File: config.mk
export PLATFORM = sky130hd
export DESIGN_NAME = release_stage_profiler_top_flat
export DESIGN_NICKNAME = d
export VERILOG_FILES = /design/src/sv/rsp_pkg.sv /design/src/sv/rsp_if.sv /design/src/sv/release_stage_profiler_top.sv /design/src/flat_wrapper.sv
export SDC_FILE = /design/constraint.sdc
export NUM_CORES = 2
export LEC_CHECK = 0
export BUFFER_PORTS_ARGS = -buffer_cell sky130_fd_sc_hd__buf_2
export CAP_MARGIN = 30
export CORE_MARGIN = 3
export CORE_UTILIZATION = 48
export CTS_CLUSTER_SIZE = 24
export DETAILED_ROUTE_END_ITERATION = 16
export PLACE_DENSITY = 0.65
export SYNTH_ARGS = -nofsm -noshare
export SYNTH_HDL_FRONTEND = slang
export SYNTH_SLANG_ARGS = --single-unit
File: constraint.sdc
create_clock -name clk -period 14.9 [get_ports clk]
set_clock_uncertainty 0.1 [all_clocks]
set_input_delay 2.98 -clock clk [delete_from_list [all_inputs] [get_ports clk]]
set_output_delay 2.98 -clock clk [all_outputs]
set_load 0.02 [all_outputs]
File: src/sv/rsp_pkg.sv
`timescale 1ns / 1ps
`default_nettype none

package rsp_pkg;

	localparam int KIND_W           = 4;
	localparam int TS_W             = 32;
	localparam int CNT_W            = 16;
	localparam int IDX_W            = 3;
	localparam int STATE_W          = 2;
	localparam int NUM_STAGES       = 5;
	localparam int STG_W            = $clog2(NUM_STAGES);
	localparam int REL_METRICS      = 7;
	localparam int FG_SLOT          = 7;
	localparam int METRIC_SLOTS_DEF = 8;

	localparam logic [CNT_W-1:0] TARGET_RESET = 16'd1000;
	localparam logic [CNT_W-1:0] CNT_MAX      = '1;
	localparam logic [TS_W-1:0]  TS_MAX       = '1;

	// event codes
	localparam logic [KIND_W-1:0] K_ARM   = 4'd0;
	localparam logic [KIND_W-1:0] K_PEND  = 4'd1;
	localparam logic [KIND_W-1:0] K_BEGIN = 4'd2;
	localparam logic [KIND_W-1:0] K_STG1  = 4'd3;
	localparam logic [KIND_W-1:0] K_STG2  = 4'd4;
	localparam logic [KIND_W-1:0] K_STG3  = 4'd5;
	localparam logic [KIND_W-1:0] K_STG4  = 4'd6;
	localparam logic [KIND_W-1:0] K_STG5  = 4'd7;
	localparam logic [KIND_W-1:0] K_END   = 4'd8;
	localparam logic [KIND_W-1:0] K_FG    = 4'd9;
	localparam logic [KIND_W-1:0] K_READ  = 4'd10;

	typedef enum logic [STATE_W-1:0] {
		RS_IDLE     = 2'd0,
		RS_ARMED    = 2'd1,
		RS_COMPLETE = 2'd2
	} run_state_t;

	typedef struct packed {
		logic [KIND_W-1:0] kind;
		logic [TS_W-1:0]   time_stamp;
		logic [TS_W-1:0]   start_stamp;
		logic [TS_W-1:0]   loop_count;
		logic [IDX_W-1:0]  metric_index;
	} evt_item_t;

	typedef struct packed {
		logic               accepted;
		logic [STATE_W-1:0] profile_state;
		logic [TS_W-1:0]    metric_total;
		logic [TS_W-1:0]    metric_maximum;
		logic [CNT_W-1:0]   captured_releases;
		logic [CNT_W-1:0]   incomplete_releases;
		logic [CNT_W-1:0]   foreground_samples;
		logic [TS_W-1:0]    loop_completions;
		logic [CNT_W-1:0]   max_loop_completions;
		logic               in_release;
	} result_t;

	function automatic logic [TS_W-1:0] sat_add32(input logic [TS_W-1:0] a,
	                                              input logic [TS_W-1:0] b);
		logic [TS_W:0] s;
		s = {1'b0, a} + {1'b0, b};
		return s[TS_W] ? TS_MAX : s[TS_W-1:0];
	endfunction

	function automatic logic [CNT_W-1:0] sat_inc16(input logic [CNT_W-1:0] v);
		return (v == CNT_MAX) ? CNT_MAX : v + 1'b1;
	endfunction

endpackage

`default_nettype wire

File: src/sv/rsp_if.sv
`timescale 1ns / 1ps
`default_nettype none

interface rsp_evt_if;
	import rsp_pkg::*;
	logic              valid;
	logic              ready;
	logic [KIND_W-1:0] kind;
	logic [TS_W-1:0]   time_stamp;
	logic [TS_W-1:0]   start_stamp;
	logic [TS_W-1:0]   loop_count;
	logic [IDX_W-1:0]  metric_index;

	modport source (output valid, kind, time_stamp, start_stamp, loop_count, metric_index,
		input ready);
	modport sink (input valid, kind, time_stamp, start_stamp, loop_count, metric_index,
		output ready);
endinterface

interface rsp_res_if;
	import rsp_pkg::*;
	logic               valid;
	logic               ready;
	logic               accepted;
	logic [STATE_W-1:0] profile_state;
	logic [TS_W-1:0]    metric_total;
	logic [TS_W-1:0]    metric_maximum;
	logic [CNT_W-1:0]   captured_releases;
	logic [CNT_W-1:0]   incomplete_releases;
	logic [CNT_W-1:0]   foreground_samples;
	logic [TS_W-1:0]    loop_completions;
	logic [CNT_W-1:0]   max_loop_completions;
	logic               in_release;

	modport source (output valid, accepted, profile_state, metric_total, metric_maximum,
		captured_releases, incomplete_releases, foreground_samples, loop_completions,
		max_loop_completions, in_release, input ready);
	modport sink (input valid, accepted, profile_state, metric_total, metric_maximum,
		captured_releases, incomplete_releases, foreground_samples, loop_completions,
		max_loop_completions, in_release, output ready);
endinterface

interface rsp_cfg_if;
	import rsp_pkg::*;
	logic             valid;
	logic             ready;
	logic [CNT_W-1:0] data;

	modport source (output valid, data, input ready);
	modport sink (input valid, data, output ready);
endinterface

`default_nettype wire

File: src/sv/release_stage_profiler_top.sv
// Release stage profiler.
// evt  : event requests (kind, time_stamp, start_stamp, loop_count, metric_index).
//        Arm, pend, release begin, five chained stage marks, release end,
//        foreground span and read.
// rslt : one result request per event: accepted flag, profile state, open
//        release flag and, on a successful read, the selected metric with
//        the capture counters (zero otherwise).
// cfg  : write of target_releases, always ready; write it only while idle.
// An event is taken into the event register, evaluated in one pass of
// combinational logic and its result is registered in the result register.
// Throughput is one event per cycle while rslt is not held off, bounded by
// the single pass of subtract, saturating add and max compare between the
// event register and the result register.
// Stall: when rslt is held off, the result stays in its register and one
// more event may wait in the event register; evt.ready drops only when both
// are occupied.
// Reset (arst_n low): all profile flags and counters clear, state idle,
// target_releases returns to 1000, no result pending.
`timescale 1ns / 1ps
`default_nettype none

module release_stage_profiler_top #(
	parameter int METRIC_SLOTS = rsp_pkg::METRIC_SLOTS_DEF
) (
	input  wire        clk,
	input  wire        arst_n,
	rsp_evt_if.sink    evt,
	rsp_res_if.source  rslt,
	rsp_cfg_if.sink    cfg
);
	import rsp_pkg::*;

	localparam int SLOT_W = $clog2(METRIC_SLOTS);

	// event register and result register
	logic      evt_valid_s1;
	evt_item_t evt_s1;
	logic      res_valid_q;
	result_t   res_q;
	result_t   res_d;
	logic      advance;

	// profile state
	logic [CNT_W-1:0] target_q;
	logic             armed_q, armed_d;
	run_state_t       run_q, run_d;
	logic             pend_valid_q, pend_valid_d;
	logic [TS_W-1:0]  pend_time_q, pend_time_d;
	logic             rel_open_q, rel_open_d;
	logic             rel_pend_valid_q, rel_pend_valid_d;
	logic [TS_W-1:0]  rel_pend_time_q, rel_pend_time_d;
	logic [TS_W-1:0]  entry_time_q, entry_time_d;
	logic [NUM_STAGES-1:0] stage_valid_q, stage_valid_d;
	logic [TS_W-1:0]  stage_time_q [NUM_STAGES];
	logic [TS_W-1:0]  stage_time_d [NUM_STAGES];
	logic [TS_W-1:0]  loop_entry_q, loop_entry_d;
	logic [TS_W-1:0]  totals_q [METRIC_SLOTS];
	logic [TS_W-1:0]  totals_d [METRIC_SLOTS];
	logic [TS_W-1:0]  maxima_q [METRIC_SLOTS];
	logic [TS_W-1:0]  maxima_d [METRIC_SLOTS];
	logic [CNT_W-1:0] captured_q, captured_d;
	logic [CNT_W-1:0] incomplete_q, incomplete_d;
	logic [CNT_W-1:0] fg_count_q, fg_count_d;
	logic [CNT_W-1:0] max_loop_q, max_loop_d;
	logic [TS_W-1:0]  loop_total_q, loop_total_d;

	// datapath terms
	logic [TS_W-1:0]       rel_dur [REL_METRICS];
	logic [TS_W-1:0]       fg_dur;
	logic [TS_W-1:0]       pend_age;
	logic                  pend_ok;
	logic [TS_W-1:0]       loop_delta;
	logic [CNT_W-1:0]      loop_delta16;
	logic [NUM_STAGES-1:0] stage_prev;
	logic [STG_W-1:0]      stg;
	logic [SLOT_W-1:0]     rd_slot;

	// hold the event while the result register is occupied and not taken
	assign advance   = evt_valid_s1 && (!res_valid_q || rslt.ready);
	assign evt.ready = !evt_valid_s1 || advance;
	assign cfg.ready = 1'b1;

	always_ff @(posedge clk or negedge arst_n) begin
		if (!arst_n) begin
			evt_valid_s1 <= 1'b0;
		end else if (evt.ready) begin
			evt_valid_s1 <= evt.valid;
		end
	end

	always_ff @(posedge clk) begin
		if (evt.valid && evt.ready) begin
			evt_s1 <= '{kind: evt.kind, time_stamp: evt.time_stamp,
				start_stamp: evt.start_stamp, loop_count: evt.loop_count,
				metric_index: evt.metric_index};
		end
	end

	always_ff @(posedge clk or negedge arst_n) begin
		if (!arst_n) begin
			target_q <= TARGET_RESET;
		end else if (cfg.valid && cfg.ready) begin
			target_q <= cfg.data;
		end
	end

	// durations, all modulo 2^32
	always_comb begin
		rel_dur[0] = entry_time_q - rel_pend_time_q;
		rel_dur[1] = stage_time_q[0] - entry_time_q;
		for (int k = 1; k < NUM_STAGES; k++) begin
			rel_dur[k+1] = stage_time_q[k] - stage_time_q[k-1];
		end
		rel_dur[REL_METRICS-1] = evt_s1.time_stamp - entry_time_q;
	end

	assign fg_dur       = evt_s1.time_stamp - evt_s1.start_stamp;
	assign pend_age     = evt_s1.time_stamp - pend_time_q;
	// a pend stamped after the begin is not taken
	assign pend_ok      = pend_valid_q && !pend_age[TS_W-1];
	assign loop_delta   = evt_s1.loop_count - loop_entry_q;
	assign loop_delta16 = (|loop_delta[TS_W-1:CNT_W]) ? CNT_MAX : loop_delta[CNT_W-1:0];
	// a stage mark needs the one before it; the first needs nothing
	assign stage_prev   = {stage_valid_q[NUM_STAGES-2:0], 1'b1};
	assign stg          = STG_W'(evt_s1.kind - K_STG1);
	assign rd_slot      = SLOT_W'(evt_s1.metric_index);

	always_comb begin
		logic             acc;
		logic             show;
		logic [CNT_W-1:0] cap_next;

		acc              = 1'b0;
		show             = 1'b0;
		cap_next         = sat_inc16(captured_q);
		armed_d          = armed_q;
		run_d            = run_q;
		pend_valid_d     = pend_valid_q;
		pend_time_d      = pend_time_q;
		rel_open_d       = rel_open_q;
		rel_pend_valid_d = rel_pend_valid_q;
		rel_pend_time_d  = rel_pend_time_q;
		entry_time_d     = entry_time_q;
		stage_valid_d    = stage_valid_q;
		stage_time_d     = stage_time_q;
		loop_entry_d     = loop_entry_q;
		totals_d         = totals_q;
		maxima_d         = maxima_q;
		captured_d       = captured_q;
		incomplete_d     = incomplete_q;
		fg_count_d       = fg_count_q;
		max_loop_d       = max_loop_q;
		loop_total_d     = loop_total_q;

		case (evt_s1.kind)
			K_ARM: begin
				if (!armed_q) begin
					// start a fresh capture: drop all statistics
					for (int i = 0; i < METRIC_SLOTS; i++) begin
						totals_d[i] = '0;
						maxima_d[i] = '0;
					end
					captured_d   = '0;
					incomplete_d = '0;
					fg_count_d   = '0;
					max_loop_d   = '0;
					loop_total_d = '0;
					run_d        = RS_ARMED;
					pend_valid_d = 1'b0;
					rel_open_d   = 1'b0;
					armed_d      = 1'b1;
					acc          = 1'b1;
				end
			end
			K_PEND: begin
				if (armed_q && !pend_valid_q) begin
					pend_time_d  = evt_s1.time_stamp;
					pend_valid_d = 1'b1;
					acc          = 1'b1;
				end
			end
			K_BEGIN: begin
				if (armed_q && !rel_open_q) begin
					rel_open_d       = 1'b1;
					rel_pend_valid_d = pend_ok;
					if (pend_ok) begin
						rel_pend_time_d = pend_time_q;
						pend_valid_d    = 1'b0;
					end
					stage_valid_d = '0;
					entry_time_d  = evt_s1.time_stamp;
					loop_entry_d  = evt_s1.loop_count;
					acc           = 1'b1;
				end
			end
			K_STG1, K_STG2, K_STG3, K_STG4, K_STG5: begin
				if (rel_open_q && stage_prev[stg]) begin
					stage_time_d[stg]  = evt_s1.time_stamp;
					stage_valid_d[stg] = 1'b1;
					acc                = 1'b1;
				end
			end
			K_END: begin
				if (rel_open_q) begin
					loop_total_d = sat_add32(loop_total_q, loop_delta);
					if (loop_delta16 > max_loop_q) begin
						max_loop_d = loop_delta16;
					end
					if (rel_pend_valid_q && (&stage_valid_q)) begin
						for (int i = 0; i < REL_METRICS; i++) begin
							totals_d[SLOT_W'(i)] = sat_add32(totals_q[SLOT_W'(i)], rel_dur[i]);
							if (rel_dur[i] > maxima_q[SLOT_W'(i)]) begin
								maxima_d[SLOT_W'(i)] = rel_dur[i];
							end
						end
					end else begin
						incomplete_d = sat_inc16(incomplete_q);
					end
					captured_d = cap_next;
					rel_open_d = 1'b0;
					// target reached: finish and disarm
					if (cap_next >= target_q) begin
						run_d        = RS_COMPLETE;
						armed_d      = 1'b0;
						pend_valid_d = 1'b0;
					end
					acc = 1'b1;
				end
			end
			K_FG: begin
				if (armed_q) begin
					totals_d[SLOT_W'(FG_SLOT)] = sat_add32(totals_q[SLOT_W'(FG_SLOT)], fg_dur);
					if (fg_dur > maxima_q[SLOT_W'(FG_SLOT)]) begin
						maxima_d[SLOT_W'(FG_SLOT)] = fg_dur;
					end
					fg_count_d = sat_inc16(fg_count_q);
					acc        = 1'b1;
				end
			end
			K_READ: begin
				// snapshot only once capture has completed
				if (!armed_q && run_q == RS_COMPLETE) begin
					acc  = 1'b1;
					show = 1'b1;
				end
			end
			default: begin
			end
		endcase

		res_d               = '0;
		res_d.accepted      = acc;
		res_d.profile_state = run_d;
		res_d.in_release    = rel_open_d;
		if (show) begin
			if (int'(evt_s1.metric_index) < METRIC_SLOTS) begin
				res_d.metric_total   = totals_q[rd_slot];
				res_d.metric_maximum = maxima_q[rd_slot];
			end
			res_d.captured_releases    = captured_q;
			res_d.incomplete_releases  = incomplete_q;
			res_d.foreground_samples   = fg_count_q;
			res_d.loop_completions     = loop_total_q;
			res_d.max_loop_completions = max_loop_q;
		end
	end

	// state advances once per evaluated event
	always_ff @(posedge clk or negedge arst_n) begin
		if (!arst_n) begin
			armed_q          <= 1'b0;
			run_q            <= RS_IDLE;
			pend_valid_q     <= 1'b0;
			rel_open_q       <= 1'b0;
			rel_pend_valid_q <= 1'b0;
			stage_valid_q    <= '0;
			for (int i = 0; i < METRIC_SLOTS; i++) begin
				totals_q[i] <= '0;
				maxima_q[i] <= '0;
			end
			captured_q       <= '0;
			incomplete_q     <= '0;
			fg_count_q       <= '0;
			max_loop_q       <= '0;
			loop_total_q     <= '0;
		end else if (advance) begin
			armed_q          <= armed_d;
			run_q            <= run_d;
			pend_valid_q     <= pend_valid_d;
			rel_open_q       <= rel_open_d;
			rel_pend_valid_q <= rel_pend_valid_d;
			stage_valid_q    <= stage_valid_d;
			totals_q         <= totals_d;
			maxima_q         <= maxima_d;
			captured_q       <= captured_d;
			incomplete_q     <= incomplete_d;
			fg_count_q       <= fg_count_d;
			max_loop_q       <= max_loop_d;
			loop_total_q     <= loop_total_d;
		end
	end

	// timestamps are only read behind their valid flags
	always_ff @(posedge clk) begin
		if (advance) begin
			pend_time_q     <= pend_time_d;
			rel_pend_time_q <= rel_pend_time_d;
			entry_time_q    <= entry_time_d;
			stage_time_q    <= stage_time_d;
			loop_entry_q    <= loop_entry_d;
		end
	end

	// result register
	always_ff @(posedge clk or negedge arst_n) begin
		if (!arst_n) begin
			res_valid_q <= 1'b0;
		end else if (advance) begin
			res_valid_q <= 1'b1;
		end else if (rslt.ready) begin
			res_valid_q <= 1'b0;
		end
	end

	always_ff @(posedge clk) begin
		if (advance) begin
			res_q <= res_d;
		end
	end

	assign rslt.valid                = res_valid_q;
	assign rslt.accepted             = res_q.accepted;
	assign rslt.profile_state        = res_q.profile_state;
	assign rslt.metric_total         = res_q.metric_total;
	assign rslt.metric_maximum       = res_q.metric_maximum;
	assign rslt.captured_releases    = res_q.captured_releases;
	assign rslt.incomplete_releases  = res_q.incomplete_releases;
	assign rslt.foreground_samples   = res_q.foreground_samples;
	assign rslt.loop_completions     = res_q.loop_completions;
	assign rslt.max_loop_completions = res_q.max_loop_completions;
	assign rslt.in_release           = res_q.in_release;

`ifndef SYNTHESIS
	a_armed_state: assert property (@(posedge clk) disable iff (!arst_n)
		armed_q |-> run_q == RS_ARMED)
		else $error("armed flag set outside the armed state");

	a_release_armed: assert property (@(posedge clk) disable iff (!arst_n)
		rel_open_q |-> armed_q)
		else $error("release open while not armed");

	a_pend_armed: assert property (@(posedge clk) disable iff (!arst_n)
		pend_valid_q |-> armed_q)
		else $error("pend held while not armed");

	a_stage_chain: assert property (@(posedge clk) disable iff (!arst_n)
		(stage_valid_q & ~stage_prev) == '0)
		else $error("stage mark valid without its predecessor");

	a_snapshot_zero: assert property (@(posedge clk) disable iff (!arst_n)
		(rslt.valid && !rslt.accepted) |->
		(rslt.metric_total == '0 && rslt.captured_releases == '0 &&
		rslt.loop_completions == '0))
		else $error("snapshot fields set on a refused request");
`endif

endmodule

`default_nettype wire

File: src/flat_wrapper.sv
// flat-port wrapper written by rule: the top's interface ports become plain ports
module release_stage_profiler_top_flat import rsp_pkg::*;
#(
	parameter int METRIC_SLOTS = rsp_pkg::METRIC_SLOTS_DEF
)
  (clk, arst_n, evt_valid, evt_kind, evt_time_stamp, evt_start_stamp, evt_loop_count, evt_metric_index, evt_ready, rslt_valid, rslt_accepted, rslt_profile_state, rslt_metric_total, rslt_metric_maximum, rslt_captured_releases, rslt_incomplete_releases, rslt_foreground_samples, rslt_loop_completions, rslt_max_loop_completions, rslt_in_release, rslt_ready, cfg_valid, cfg_data, cfg_ready);
  rsp_evt_if evt_i ();
  rsp_res_if rslt_i ();
  rsp_cfg_if cfg_i ();
  input  wire clk;
  input  wire arst_n;
  input wire logic [$bits(evt_i.valid)-1:0] evt_valid;
  input wire logic [$bits(evt_i.kind)-1:0] evt_kind;
  input wire logic [$bits(evt_i.time_stamp)-1:0] evt_time_stamp;
  input wire logic [$bits(evt_i.start_stamp)-1:0] evt_start_stamp;
  input wire logic [$bits(evt_i.loop_count)-1:0] evt_loop_count;
  input wire logic [$bits(evt_i.metric_index)-1:0] evt_metric_index;
  output wire logic [$bits(evt_i.ready)-1:0] evt_ready;
  output wire logic [$bits(rslt_i.valid)-1:0] rslt_valid;
  output wire logic [$bits(rslt_i.accepted)-1:0] rslt_accepted;
  output wire logic [$bits(rslt_i.profile_state)-1:0] rslt_profile_state;
  output wire logic [$bits(rslt_i.metric_total)-1:0] rslt_metric_total;
  output wire logic [$bits(rslt_i.metric_maximum)-1:0] rslt_metric_maximum;
  output wire logic [$bits(rslt_i.captured_releases)-1:0] rslt_captured_releases;
  output wire logic [$bits(rslt_i.incomplete_releases)-1:0] rslt_incomplete_releases;
  output wire logic [$bits(rslt_i.foreground_samples)-1:0] rslt_foreground_samples;
  output wire logic [$bits(rslt_i.loop_completions)-1:0] rslt_loop_completions;
  output wire logic [$bits(rslt_i.max_loop_completions)-1:0] rslt_max_loop_completions;
  output wire logic [$bits(rslt_i.in_release)-1:0] rslt_in_release;
  input wire logic [$bits(rslt_i.ready)-1:0] rslt_ready;
  input wire logic [$bits(cfg_i.valid)-1:0] cfg_valid;
  input wire logic [$bits(cfg_i.data)-1:0] cfg_data;
  output wire logic [$bits(cfg_i.ready)-1:0] cfg_ready;
  assign evt_i.valid = evt_valid;
  assign evt_i.kind = evt_kind;
  assign evt_i.time_stamp = evt_time_stamp;
  assign evt_i.start_stamp = evt_start_stamp;
  assign evt_i.loop_count = evt_loop_count;
  assign evt_i.metric_index = evt_metric_index;
  assign evt_ready = evt_i.ready;
  assign rslt_valid = rslt_i.valid;
  assign rslt_accepted = rslt_i.accepted;
  assign rslt_profile_state = rslt_i.profile_state;
  assign rslt_metric_total = rslt_i.metric_total;
  assign rslt_metric_maximum = rslt_i.metric_maximum;
  assign rslt_captured_releases = rslt_i.captured_releases;
  assign rslt_incomplete_releases = rslt_i.incomplete_releases;
  assign rslt_foreground_samples = rslt_i.foreground_samples;
  assign rslt_loop_completions = rslt_i.loop_completions;
  assign rslt_max_loop_completions = rslt_i.max_loop_completions;
  assign rslt_in_release = rslt_i.in_release;
  assign rslt_i.ready = rslt_ready;
  assign cfg_i.valid = cfg_valid;
  assign cfg_i.data = cfg_data;
  assign cfg_ready = cfg_i.ready;
  release_stage_profiler_top #(.METRIC_SLOTS(METRIC_SLOTS)) u_core (.clk(clk), .arst_n(arst_n), .evt(evt_i), .rslt(rslt_i), .cfg(cfg_i));
endmodule
==> results.md <==
| Group | Metric | This run |
|:---|:---|:---|
| critical path | Worst R2R Setup Slack | 7610 ps |
| die | Y dimension of the die | 339 um |
| pwr | Combinational group share of total power | 11.7% |
| placed design | Instance count after placement with tap cells included | 6912 |
| pwr | Post-layout total power | 5.70 mW |
| clock network | TritonCTS clock tree | done |
| synthesis | Sequential element share of the synthesized area | 43.9% |
| run status | Status | finished clean |
| clock network | Hold-fix buffer count after cts | 0 |
| layout | Most common library cell in the layout ignoring fill and taps | nand2_1 |
| routing | Post-route DRC violation count | 0 |
| clock network | CTS max path bufs | 3 |
| hold path | End point of the worst hold path | u_core.rel_pend_time_q[0] |
| synthesis | Mean Syn Cell Area | 10.0 um^2 |
| sta | Fmax | 137 MHz |
| placed design | Count of input and output buffers | 257 |
| layout | Number of nets in the layout | 6191 |
| layout | Post-route core utilization | 54.3% |
| clock network | H-tree level count | 3 |
| sta | Unrepaired setup endpoints after global routing | false |
| pwr | VDD IR-drop max | 97.1 uV |
| die | Horizontal die dimension | 339 um |
| routing | Starting DRT DRC Count | 3502 |
| global route | Initial antenna violation count | 5 |
| routing | Via-per-instance ratio | 5.75 |
| synthesis | Cell area after technology mapping | 0.0531 mm^2 |
| sta | Ratio of final minimum period to clock period | 48.9% |
| die | Top-Level Pins | 291 |
| synthesis | Cells after synthesis | 5306 |
| synthesis | Fraction of registers with async set or reset after synthesis | 45.4% |
| critical path | Buf+Inv Stages, Crit Path | 3 |
| die | Standard-cell rows | 121 |
| clock network | Inserted Clock Buffers | 96 |
| pwr | Power share of the sequential group | 46.7% |
| layout | Commonest cells after routing, fill and taps aside | nand2_1 (533), ha_1 (513), inv_1 (459), edfxtp_1 (459), o21ai_0 (400) |
| layout | Layout filler cell count | 9673 |
| placed design | Worst slack at placement | 7650 ps |
| placed design | Detailed placer's ending HPWL | 112000 um |
| routing | Via count of the routed design | 40879 |
| sta | Setup tns final | 0 ps |
| sta | Setup Viol. Count Final | 0 |
| hold path | Kind of path behind the tightest hold check | flip-flop to flip-flop |
| layout | Area growth from synthesis to layout | 11.7% |
| synthesis | Post-synth cell types | 87 |
| hold path | Min-Delay Path Depth | 0 |
| sta | Minimum clock period after layout | 7290 ps |
| pwr | Internal power | 4.20 mW |
| synthesis | Commonest register cell after synthesis | edfxtp_1 |
| synthesis | Total nets after synthesis | 5953 |
| critical path | Category of cells accounting for the largest share of critical-path delay | compound AO/OA/AOI/OAI gates |
| critical path | Master of the slowest instance on the critical path | a21o_1 |
| pwr | Sw Share | 26.4% |
| routing | Post-route ant nets | 0 |
| global route | Overflow left after global routing | 0 |
| die | Floorplan Core Area | 0.109 mm^2 |
| critical path | Data arrival at the endpoint of the critical path | 7760 ps |
| critical path | Startpoint class of the critical path | flip-flop |
| synthesis | Count of state elements after synthesis | 840 |
| critical path | Critical path's largest stage delay | 810 ps |
| sta | Final number of max-transition violations | 0 |
| flow run | Number of max-capacitance violations reported | 0 |
| clock network | Clock-pin slew on the worst setup and hold paths | 60 ps |
| layout | Register Area | 0.0233 mm^2 |
| clock network | Sink Count | 840 |
| pwr | P_sw | 1.51 mW |
| critical path | Endpoint of the worst-slack reg-to-reg timing path | u_core.totals_q[150] |
| critical path | Crit Path Max Fanout | 27 |
| routing | Routed wire per std cell | 20.5 um |
| layout | Area of the multi-input gates | 0.0275 mm^2 |
| routing | Number of iterations in the first detailed-routing pass | 6 |
| synthesis | Number of flops mapped to enable cells by yosys | 459 |
| sta | Final setup margin | 7610 ps |
| critical path | Sort of element at the end of the critical path | flip-flop |
| pwr | Power Dens Cells | 96.1 mW/mm^2 |
| global route | GRT Overall Usage | 24.9% |
| clock network | Clock latency on the worst-skew pair | 690 ps |
| clock network | Clock Tree Root | clkbuf_16 |
| pwr | Static power due to leakage | 27.0 nW |
| clock network | Post-CTS resize count | 0 |
| hold path | HP Start | u_core.pend_time_q[0] |
| synthesis | Yosys warning count | 0 |
| die | Starting density of the core | 48.6% |
| critical path | R2R cell count | 25 |
| placed design | Final weighted congestion of routability-driven global placement | 0.971 |
| layout | Share of final-layout standard cells stronger than drive strength 1 | 10.4% |
| clock network | Post-CTS setup buffer count | 0 |
| critical path | R2R Path Start | u_core.stage_time_q[64] |
| sta | Headroom to the max-slew limit | 20.4% |
| layout | Final cell count without fillers | 7107 |
| global route | Largest net degree at the start of global routing | 166 |
| pwr | Share of power burned in the clock network | 41.6% |
| global route | Via count of the first global-routing pass | 39279 |
| routing | Wire length after detailed routing | 146000 um |
| sta | Pin slew with the least headroom to its limit | 1190 ps |
| critical path | Type of the worst setup path | flip-flop to flip-flop |
| critical path | Data required time at the worst endpoint | 15370 ps |
| sta | Final-report hold violation count | 0 |
| die | Die footprint | 0.115 mm^2 |
| global route | First-pass GRT wire length | 225000 um |
-- how the worst max path moves through the flow --
stage | startpoint | to | slack (ps) | depth (start not counted)
detailed placement | rslt_ready | u_core.maxima_q[184] | 7650 | 12
global route | u_core.stage_time_q[64] | u_core.totals_q[156] | 7080 | 25
finish | u_core.stage_time_q[64] | u_core.totals_q[150] | 7610 | 25
global placement | rslt_ready | u_core.maxima_q[189] | 7620 | 11
floorplan | rslt_ready | u_core.rel_pend_time_q[0] | 4950 | 4
CTS | u_core.stage_time_q[64] | u_core.totals_q[156] | 7670 | 25
-- Yosys cell counts, drive strengths merged (9+ instances only) --
master | n | share of area (%)
o211ai | 27 | 0.38
clkbuf | 149 | 1.1
edfxtp | 459 | 26
a21oi | 361 | 3.4
mux2i | 13 | 0.24
a31o | 9 | 0.15
xnor2 | 172 | 2.8
nand4 | 70 | 0.82
buf | 21 | 0.23
a211oi | 27 | 0.38
nand3 | 146 | 1.4
o21ai | 419 | 3.9
a2111oi | 13 | 0.21
nor3 | 67 | 0.63
inv | 459 | 3.2
dfrtp | 375 | 18
a21o | 233 | 3.3
nor3b | 12 | 0.17
or3 | 18 | 0.21
and3 | 48 | 0.57
o21a | 49 | 0.69
ha | 513 | 12
nor2b | 127 | 1.5
fa | 10 | 0.38
nor4 | 21 | 0.54
o31ai | 27 | 0.38
a31oi | 52 | 0.61
mux4 | 64 | 2.7
a22o | 78 | 1.3
nor2 | 219 | 1.5
xor2 | 112 | 1.8
a211o | 13 | 0.21
and2 | 129 | 1.5
o21bai | 39 | 0.55
a221o | 15 | 0.28
and4 | 10 | 0.16
o221ai | 9 | 0.15
nand2b | 46 | 0.54
nand2 | 534 | 3.8
-- final cells by class --
class | count | area share [%]
sequential | 840 | 39.3
clock inverter | 66 | 1.02
multi-input combinational | 3835 | 46.3
inverter | 461 | 2.92
antenna | 4 | 0.0169
tap | 1476 | 3.11
clock buffer | 115 | 4.29
timing repair buffer | 310 | 3.03
-- routing by layer --
layer	global-route usage, %	routed length, um	up-vias
met1	37.6	70200	19780
met2	37.8	63300	1201
li1	-	-	19696
met5	0	13	-
met4	6.34	3510	2
met3	3.44	8930	200
-- through the flow --
step	hold WS [ps]	instance area [um^2]
global route	349	59300
detailed placement	334	56100
finish	339	59300
floorplan	326	53100
CTS	344	59200
global placement	329	56000
-- power groups by stage --
stage	combinational, mW	sequential, mW	clock (mW)
2_1_floorplan	0.419	2.71	0
3_3_place_gp	0.650	2.70	0
3_5_place_dp	0.663	2.70	0
4_1_cts	0.667	2.66	2.43
5_1_grt	0.743	2.67	2.52
6_report	0.670	2.66	2.37
-- state kept, by name, summed over array words and instances, names as in the netlist, 32 cells and up --
signal and count:
u_core.stage_time_q 96, u_core.rslt.metric_total 32, u_core.pend_time_q 32, u_core.loop_entry_q 32, u_core.entry_time_q 32, u_core.loop_total_q 32, u_core.rel_pend_time_q 32, u_core.evt_s1 68
u_core.rslt.loop_completions 32, u_core.maxima_q 128, u_core.totals_q 128, u_core.rslt.metric_maximum 32
-- worst reg2reg max path: cells and delay by family (launching register included) --
| kind | cells | cell delay (ps) |
|---|---|---|
| adder cells (fa/ha/maj) | 3 | 1030 |
| AO/OA/AOI/OAI | 14 | 4610 |
| XOR/XNOR | 1 | 200 |
| flip-flops | 1 | 370 |
| AND/OR/NAND/NOR | 4 | 560 |
| buffers and inverters | 3 | 280 |
-- cell families (layout without fill, tap and decap cells) --
kind of cell	count (synthesis)	count (layout)	synth area share (%)
adder cells (fa/ha/maj)	523	523	12.5
buffers and inverters	631	952	4.54
multiplexers	78	78	2.98
AO/OA/AOI/OAI	1469	1469	17.6
AND/OR/NAND/NOR	1480	1480	13.9
flip-flops	840	840	43.9
XOR/XNOR	284	284	4.68
other	1	5	0.00706
No activity file was read; power rests on OpenSTA's default activity.
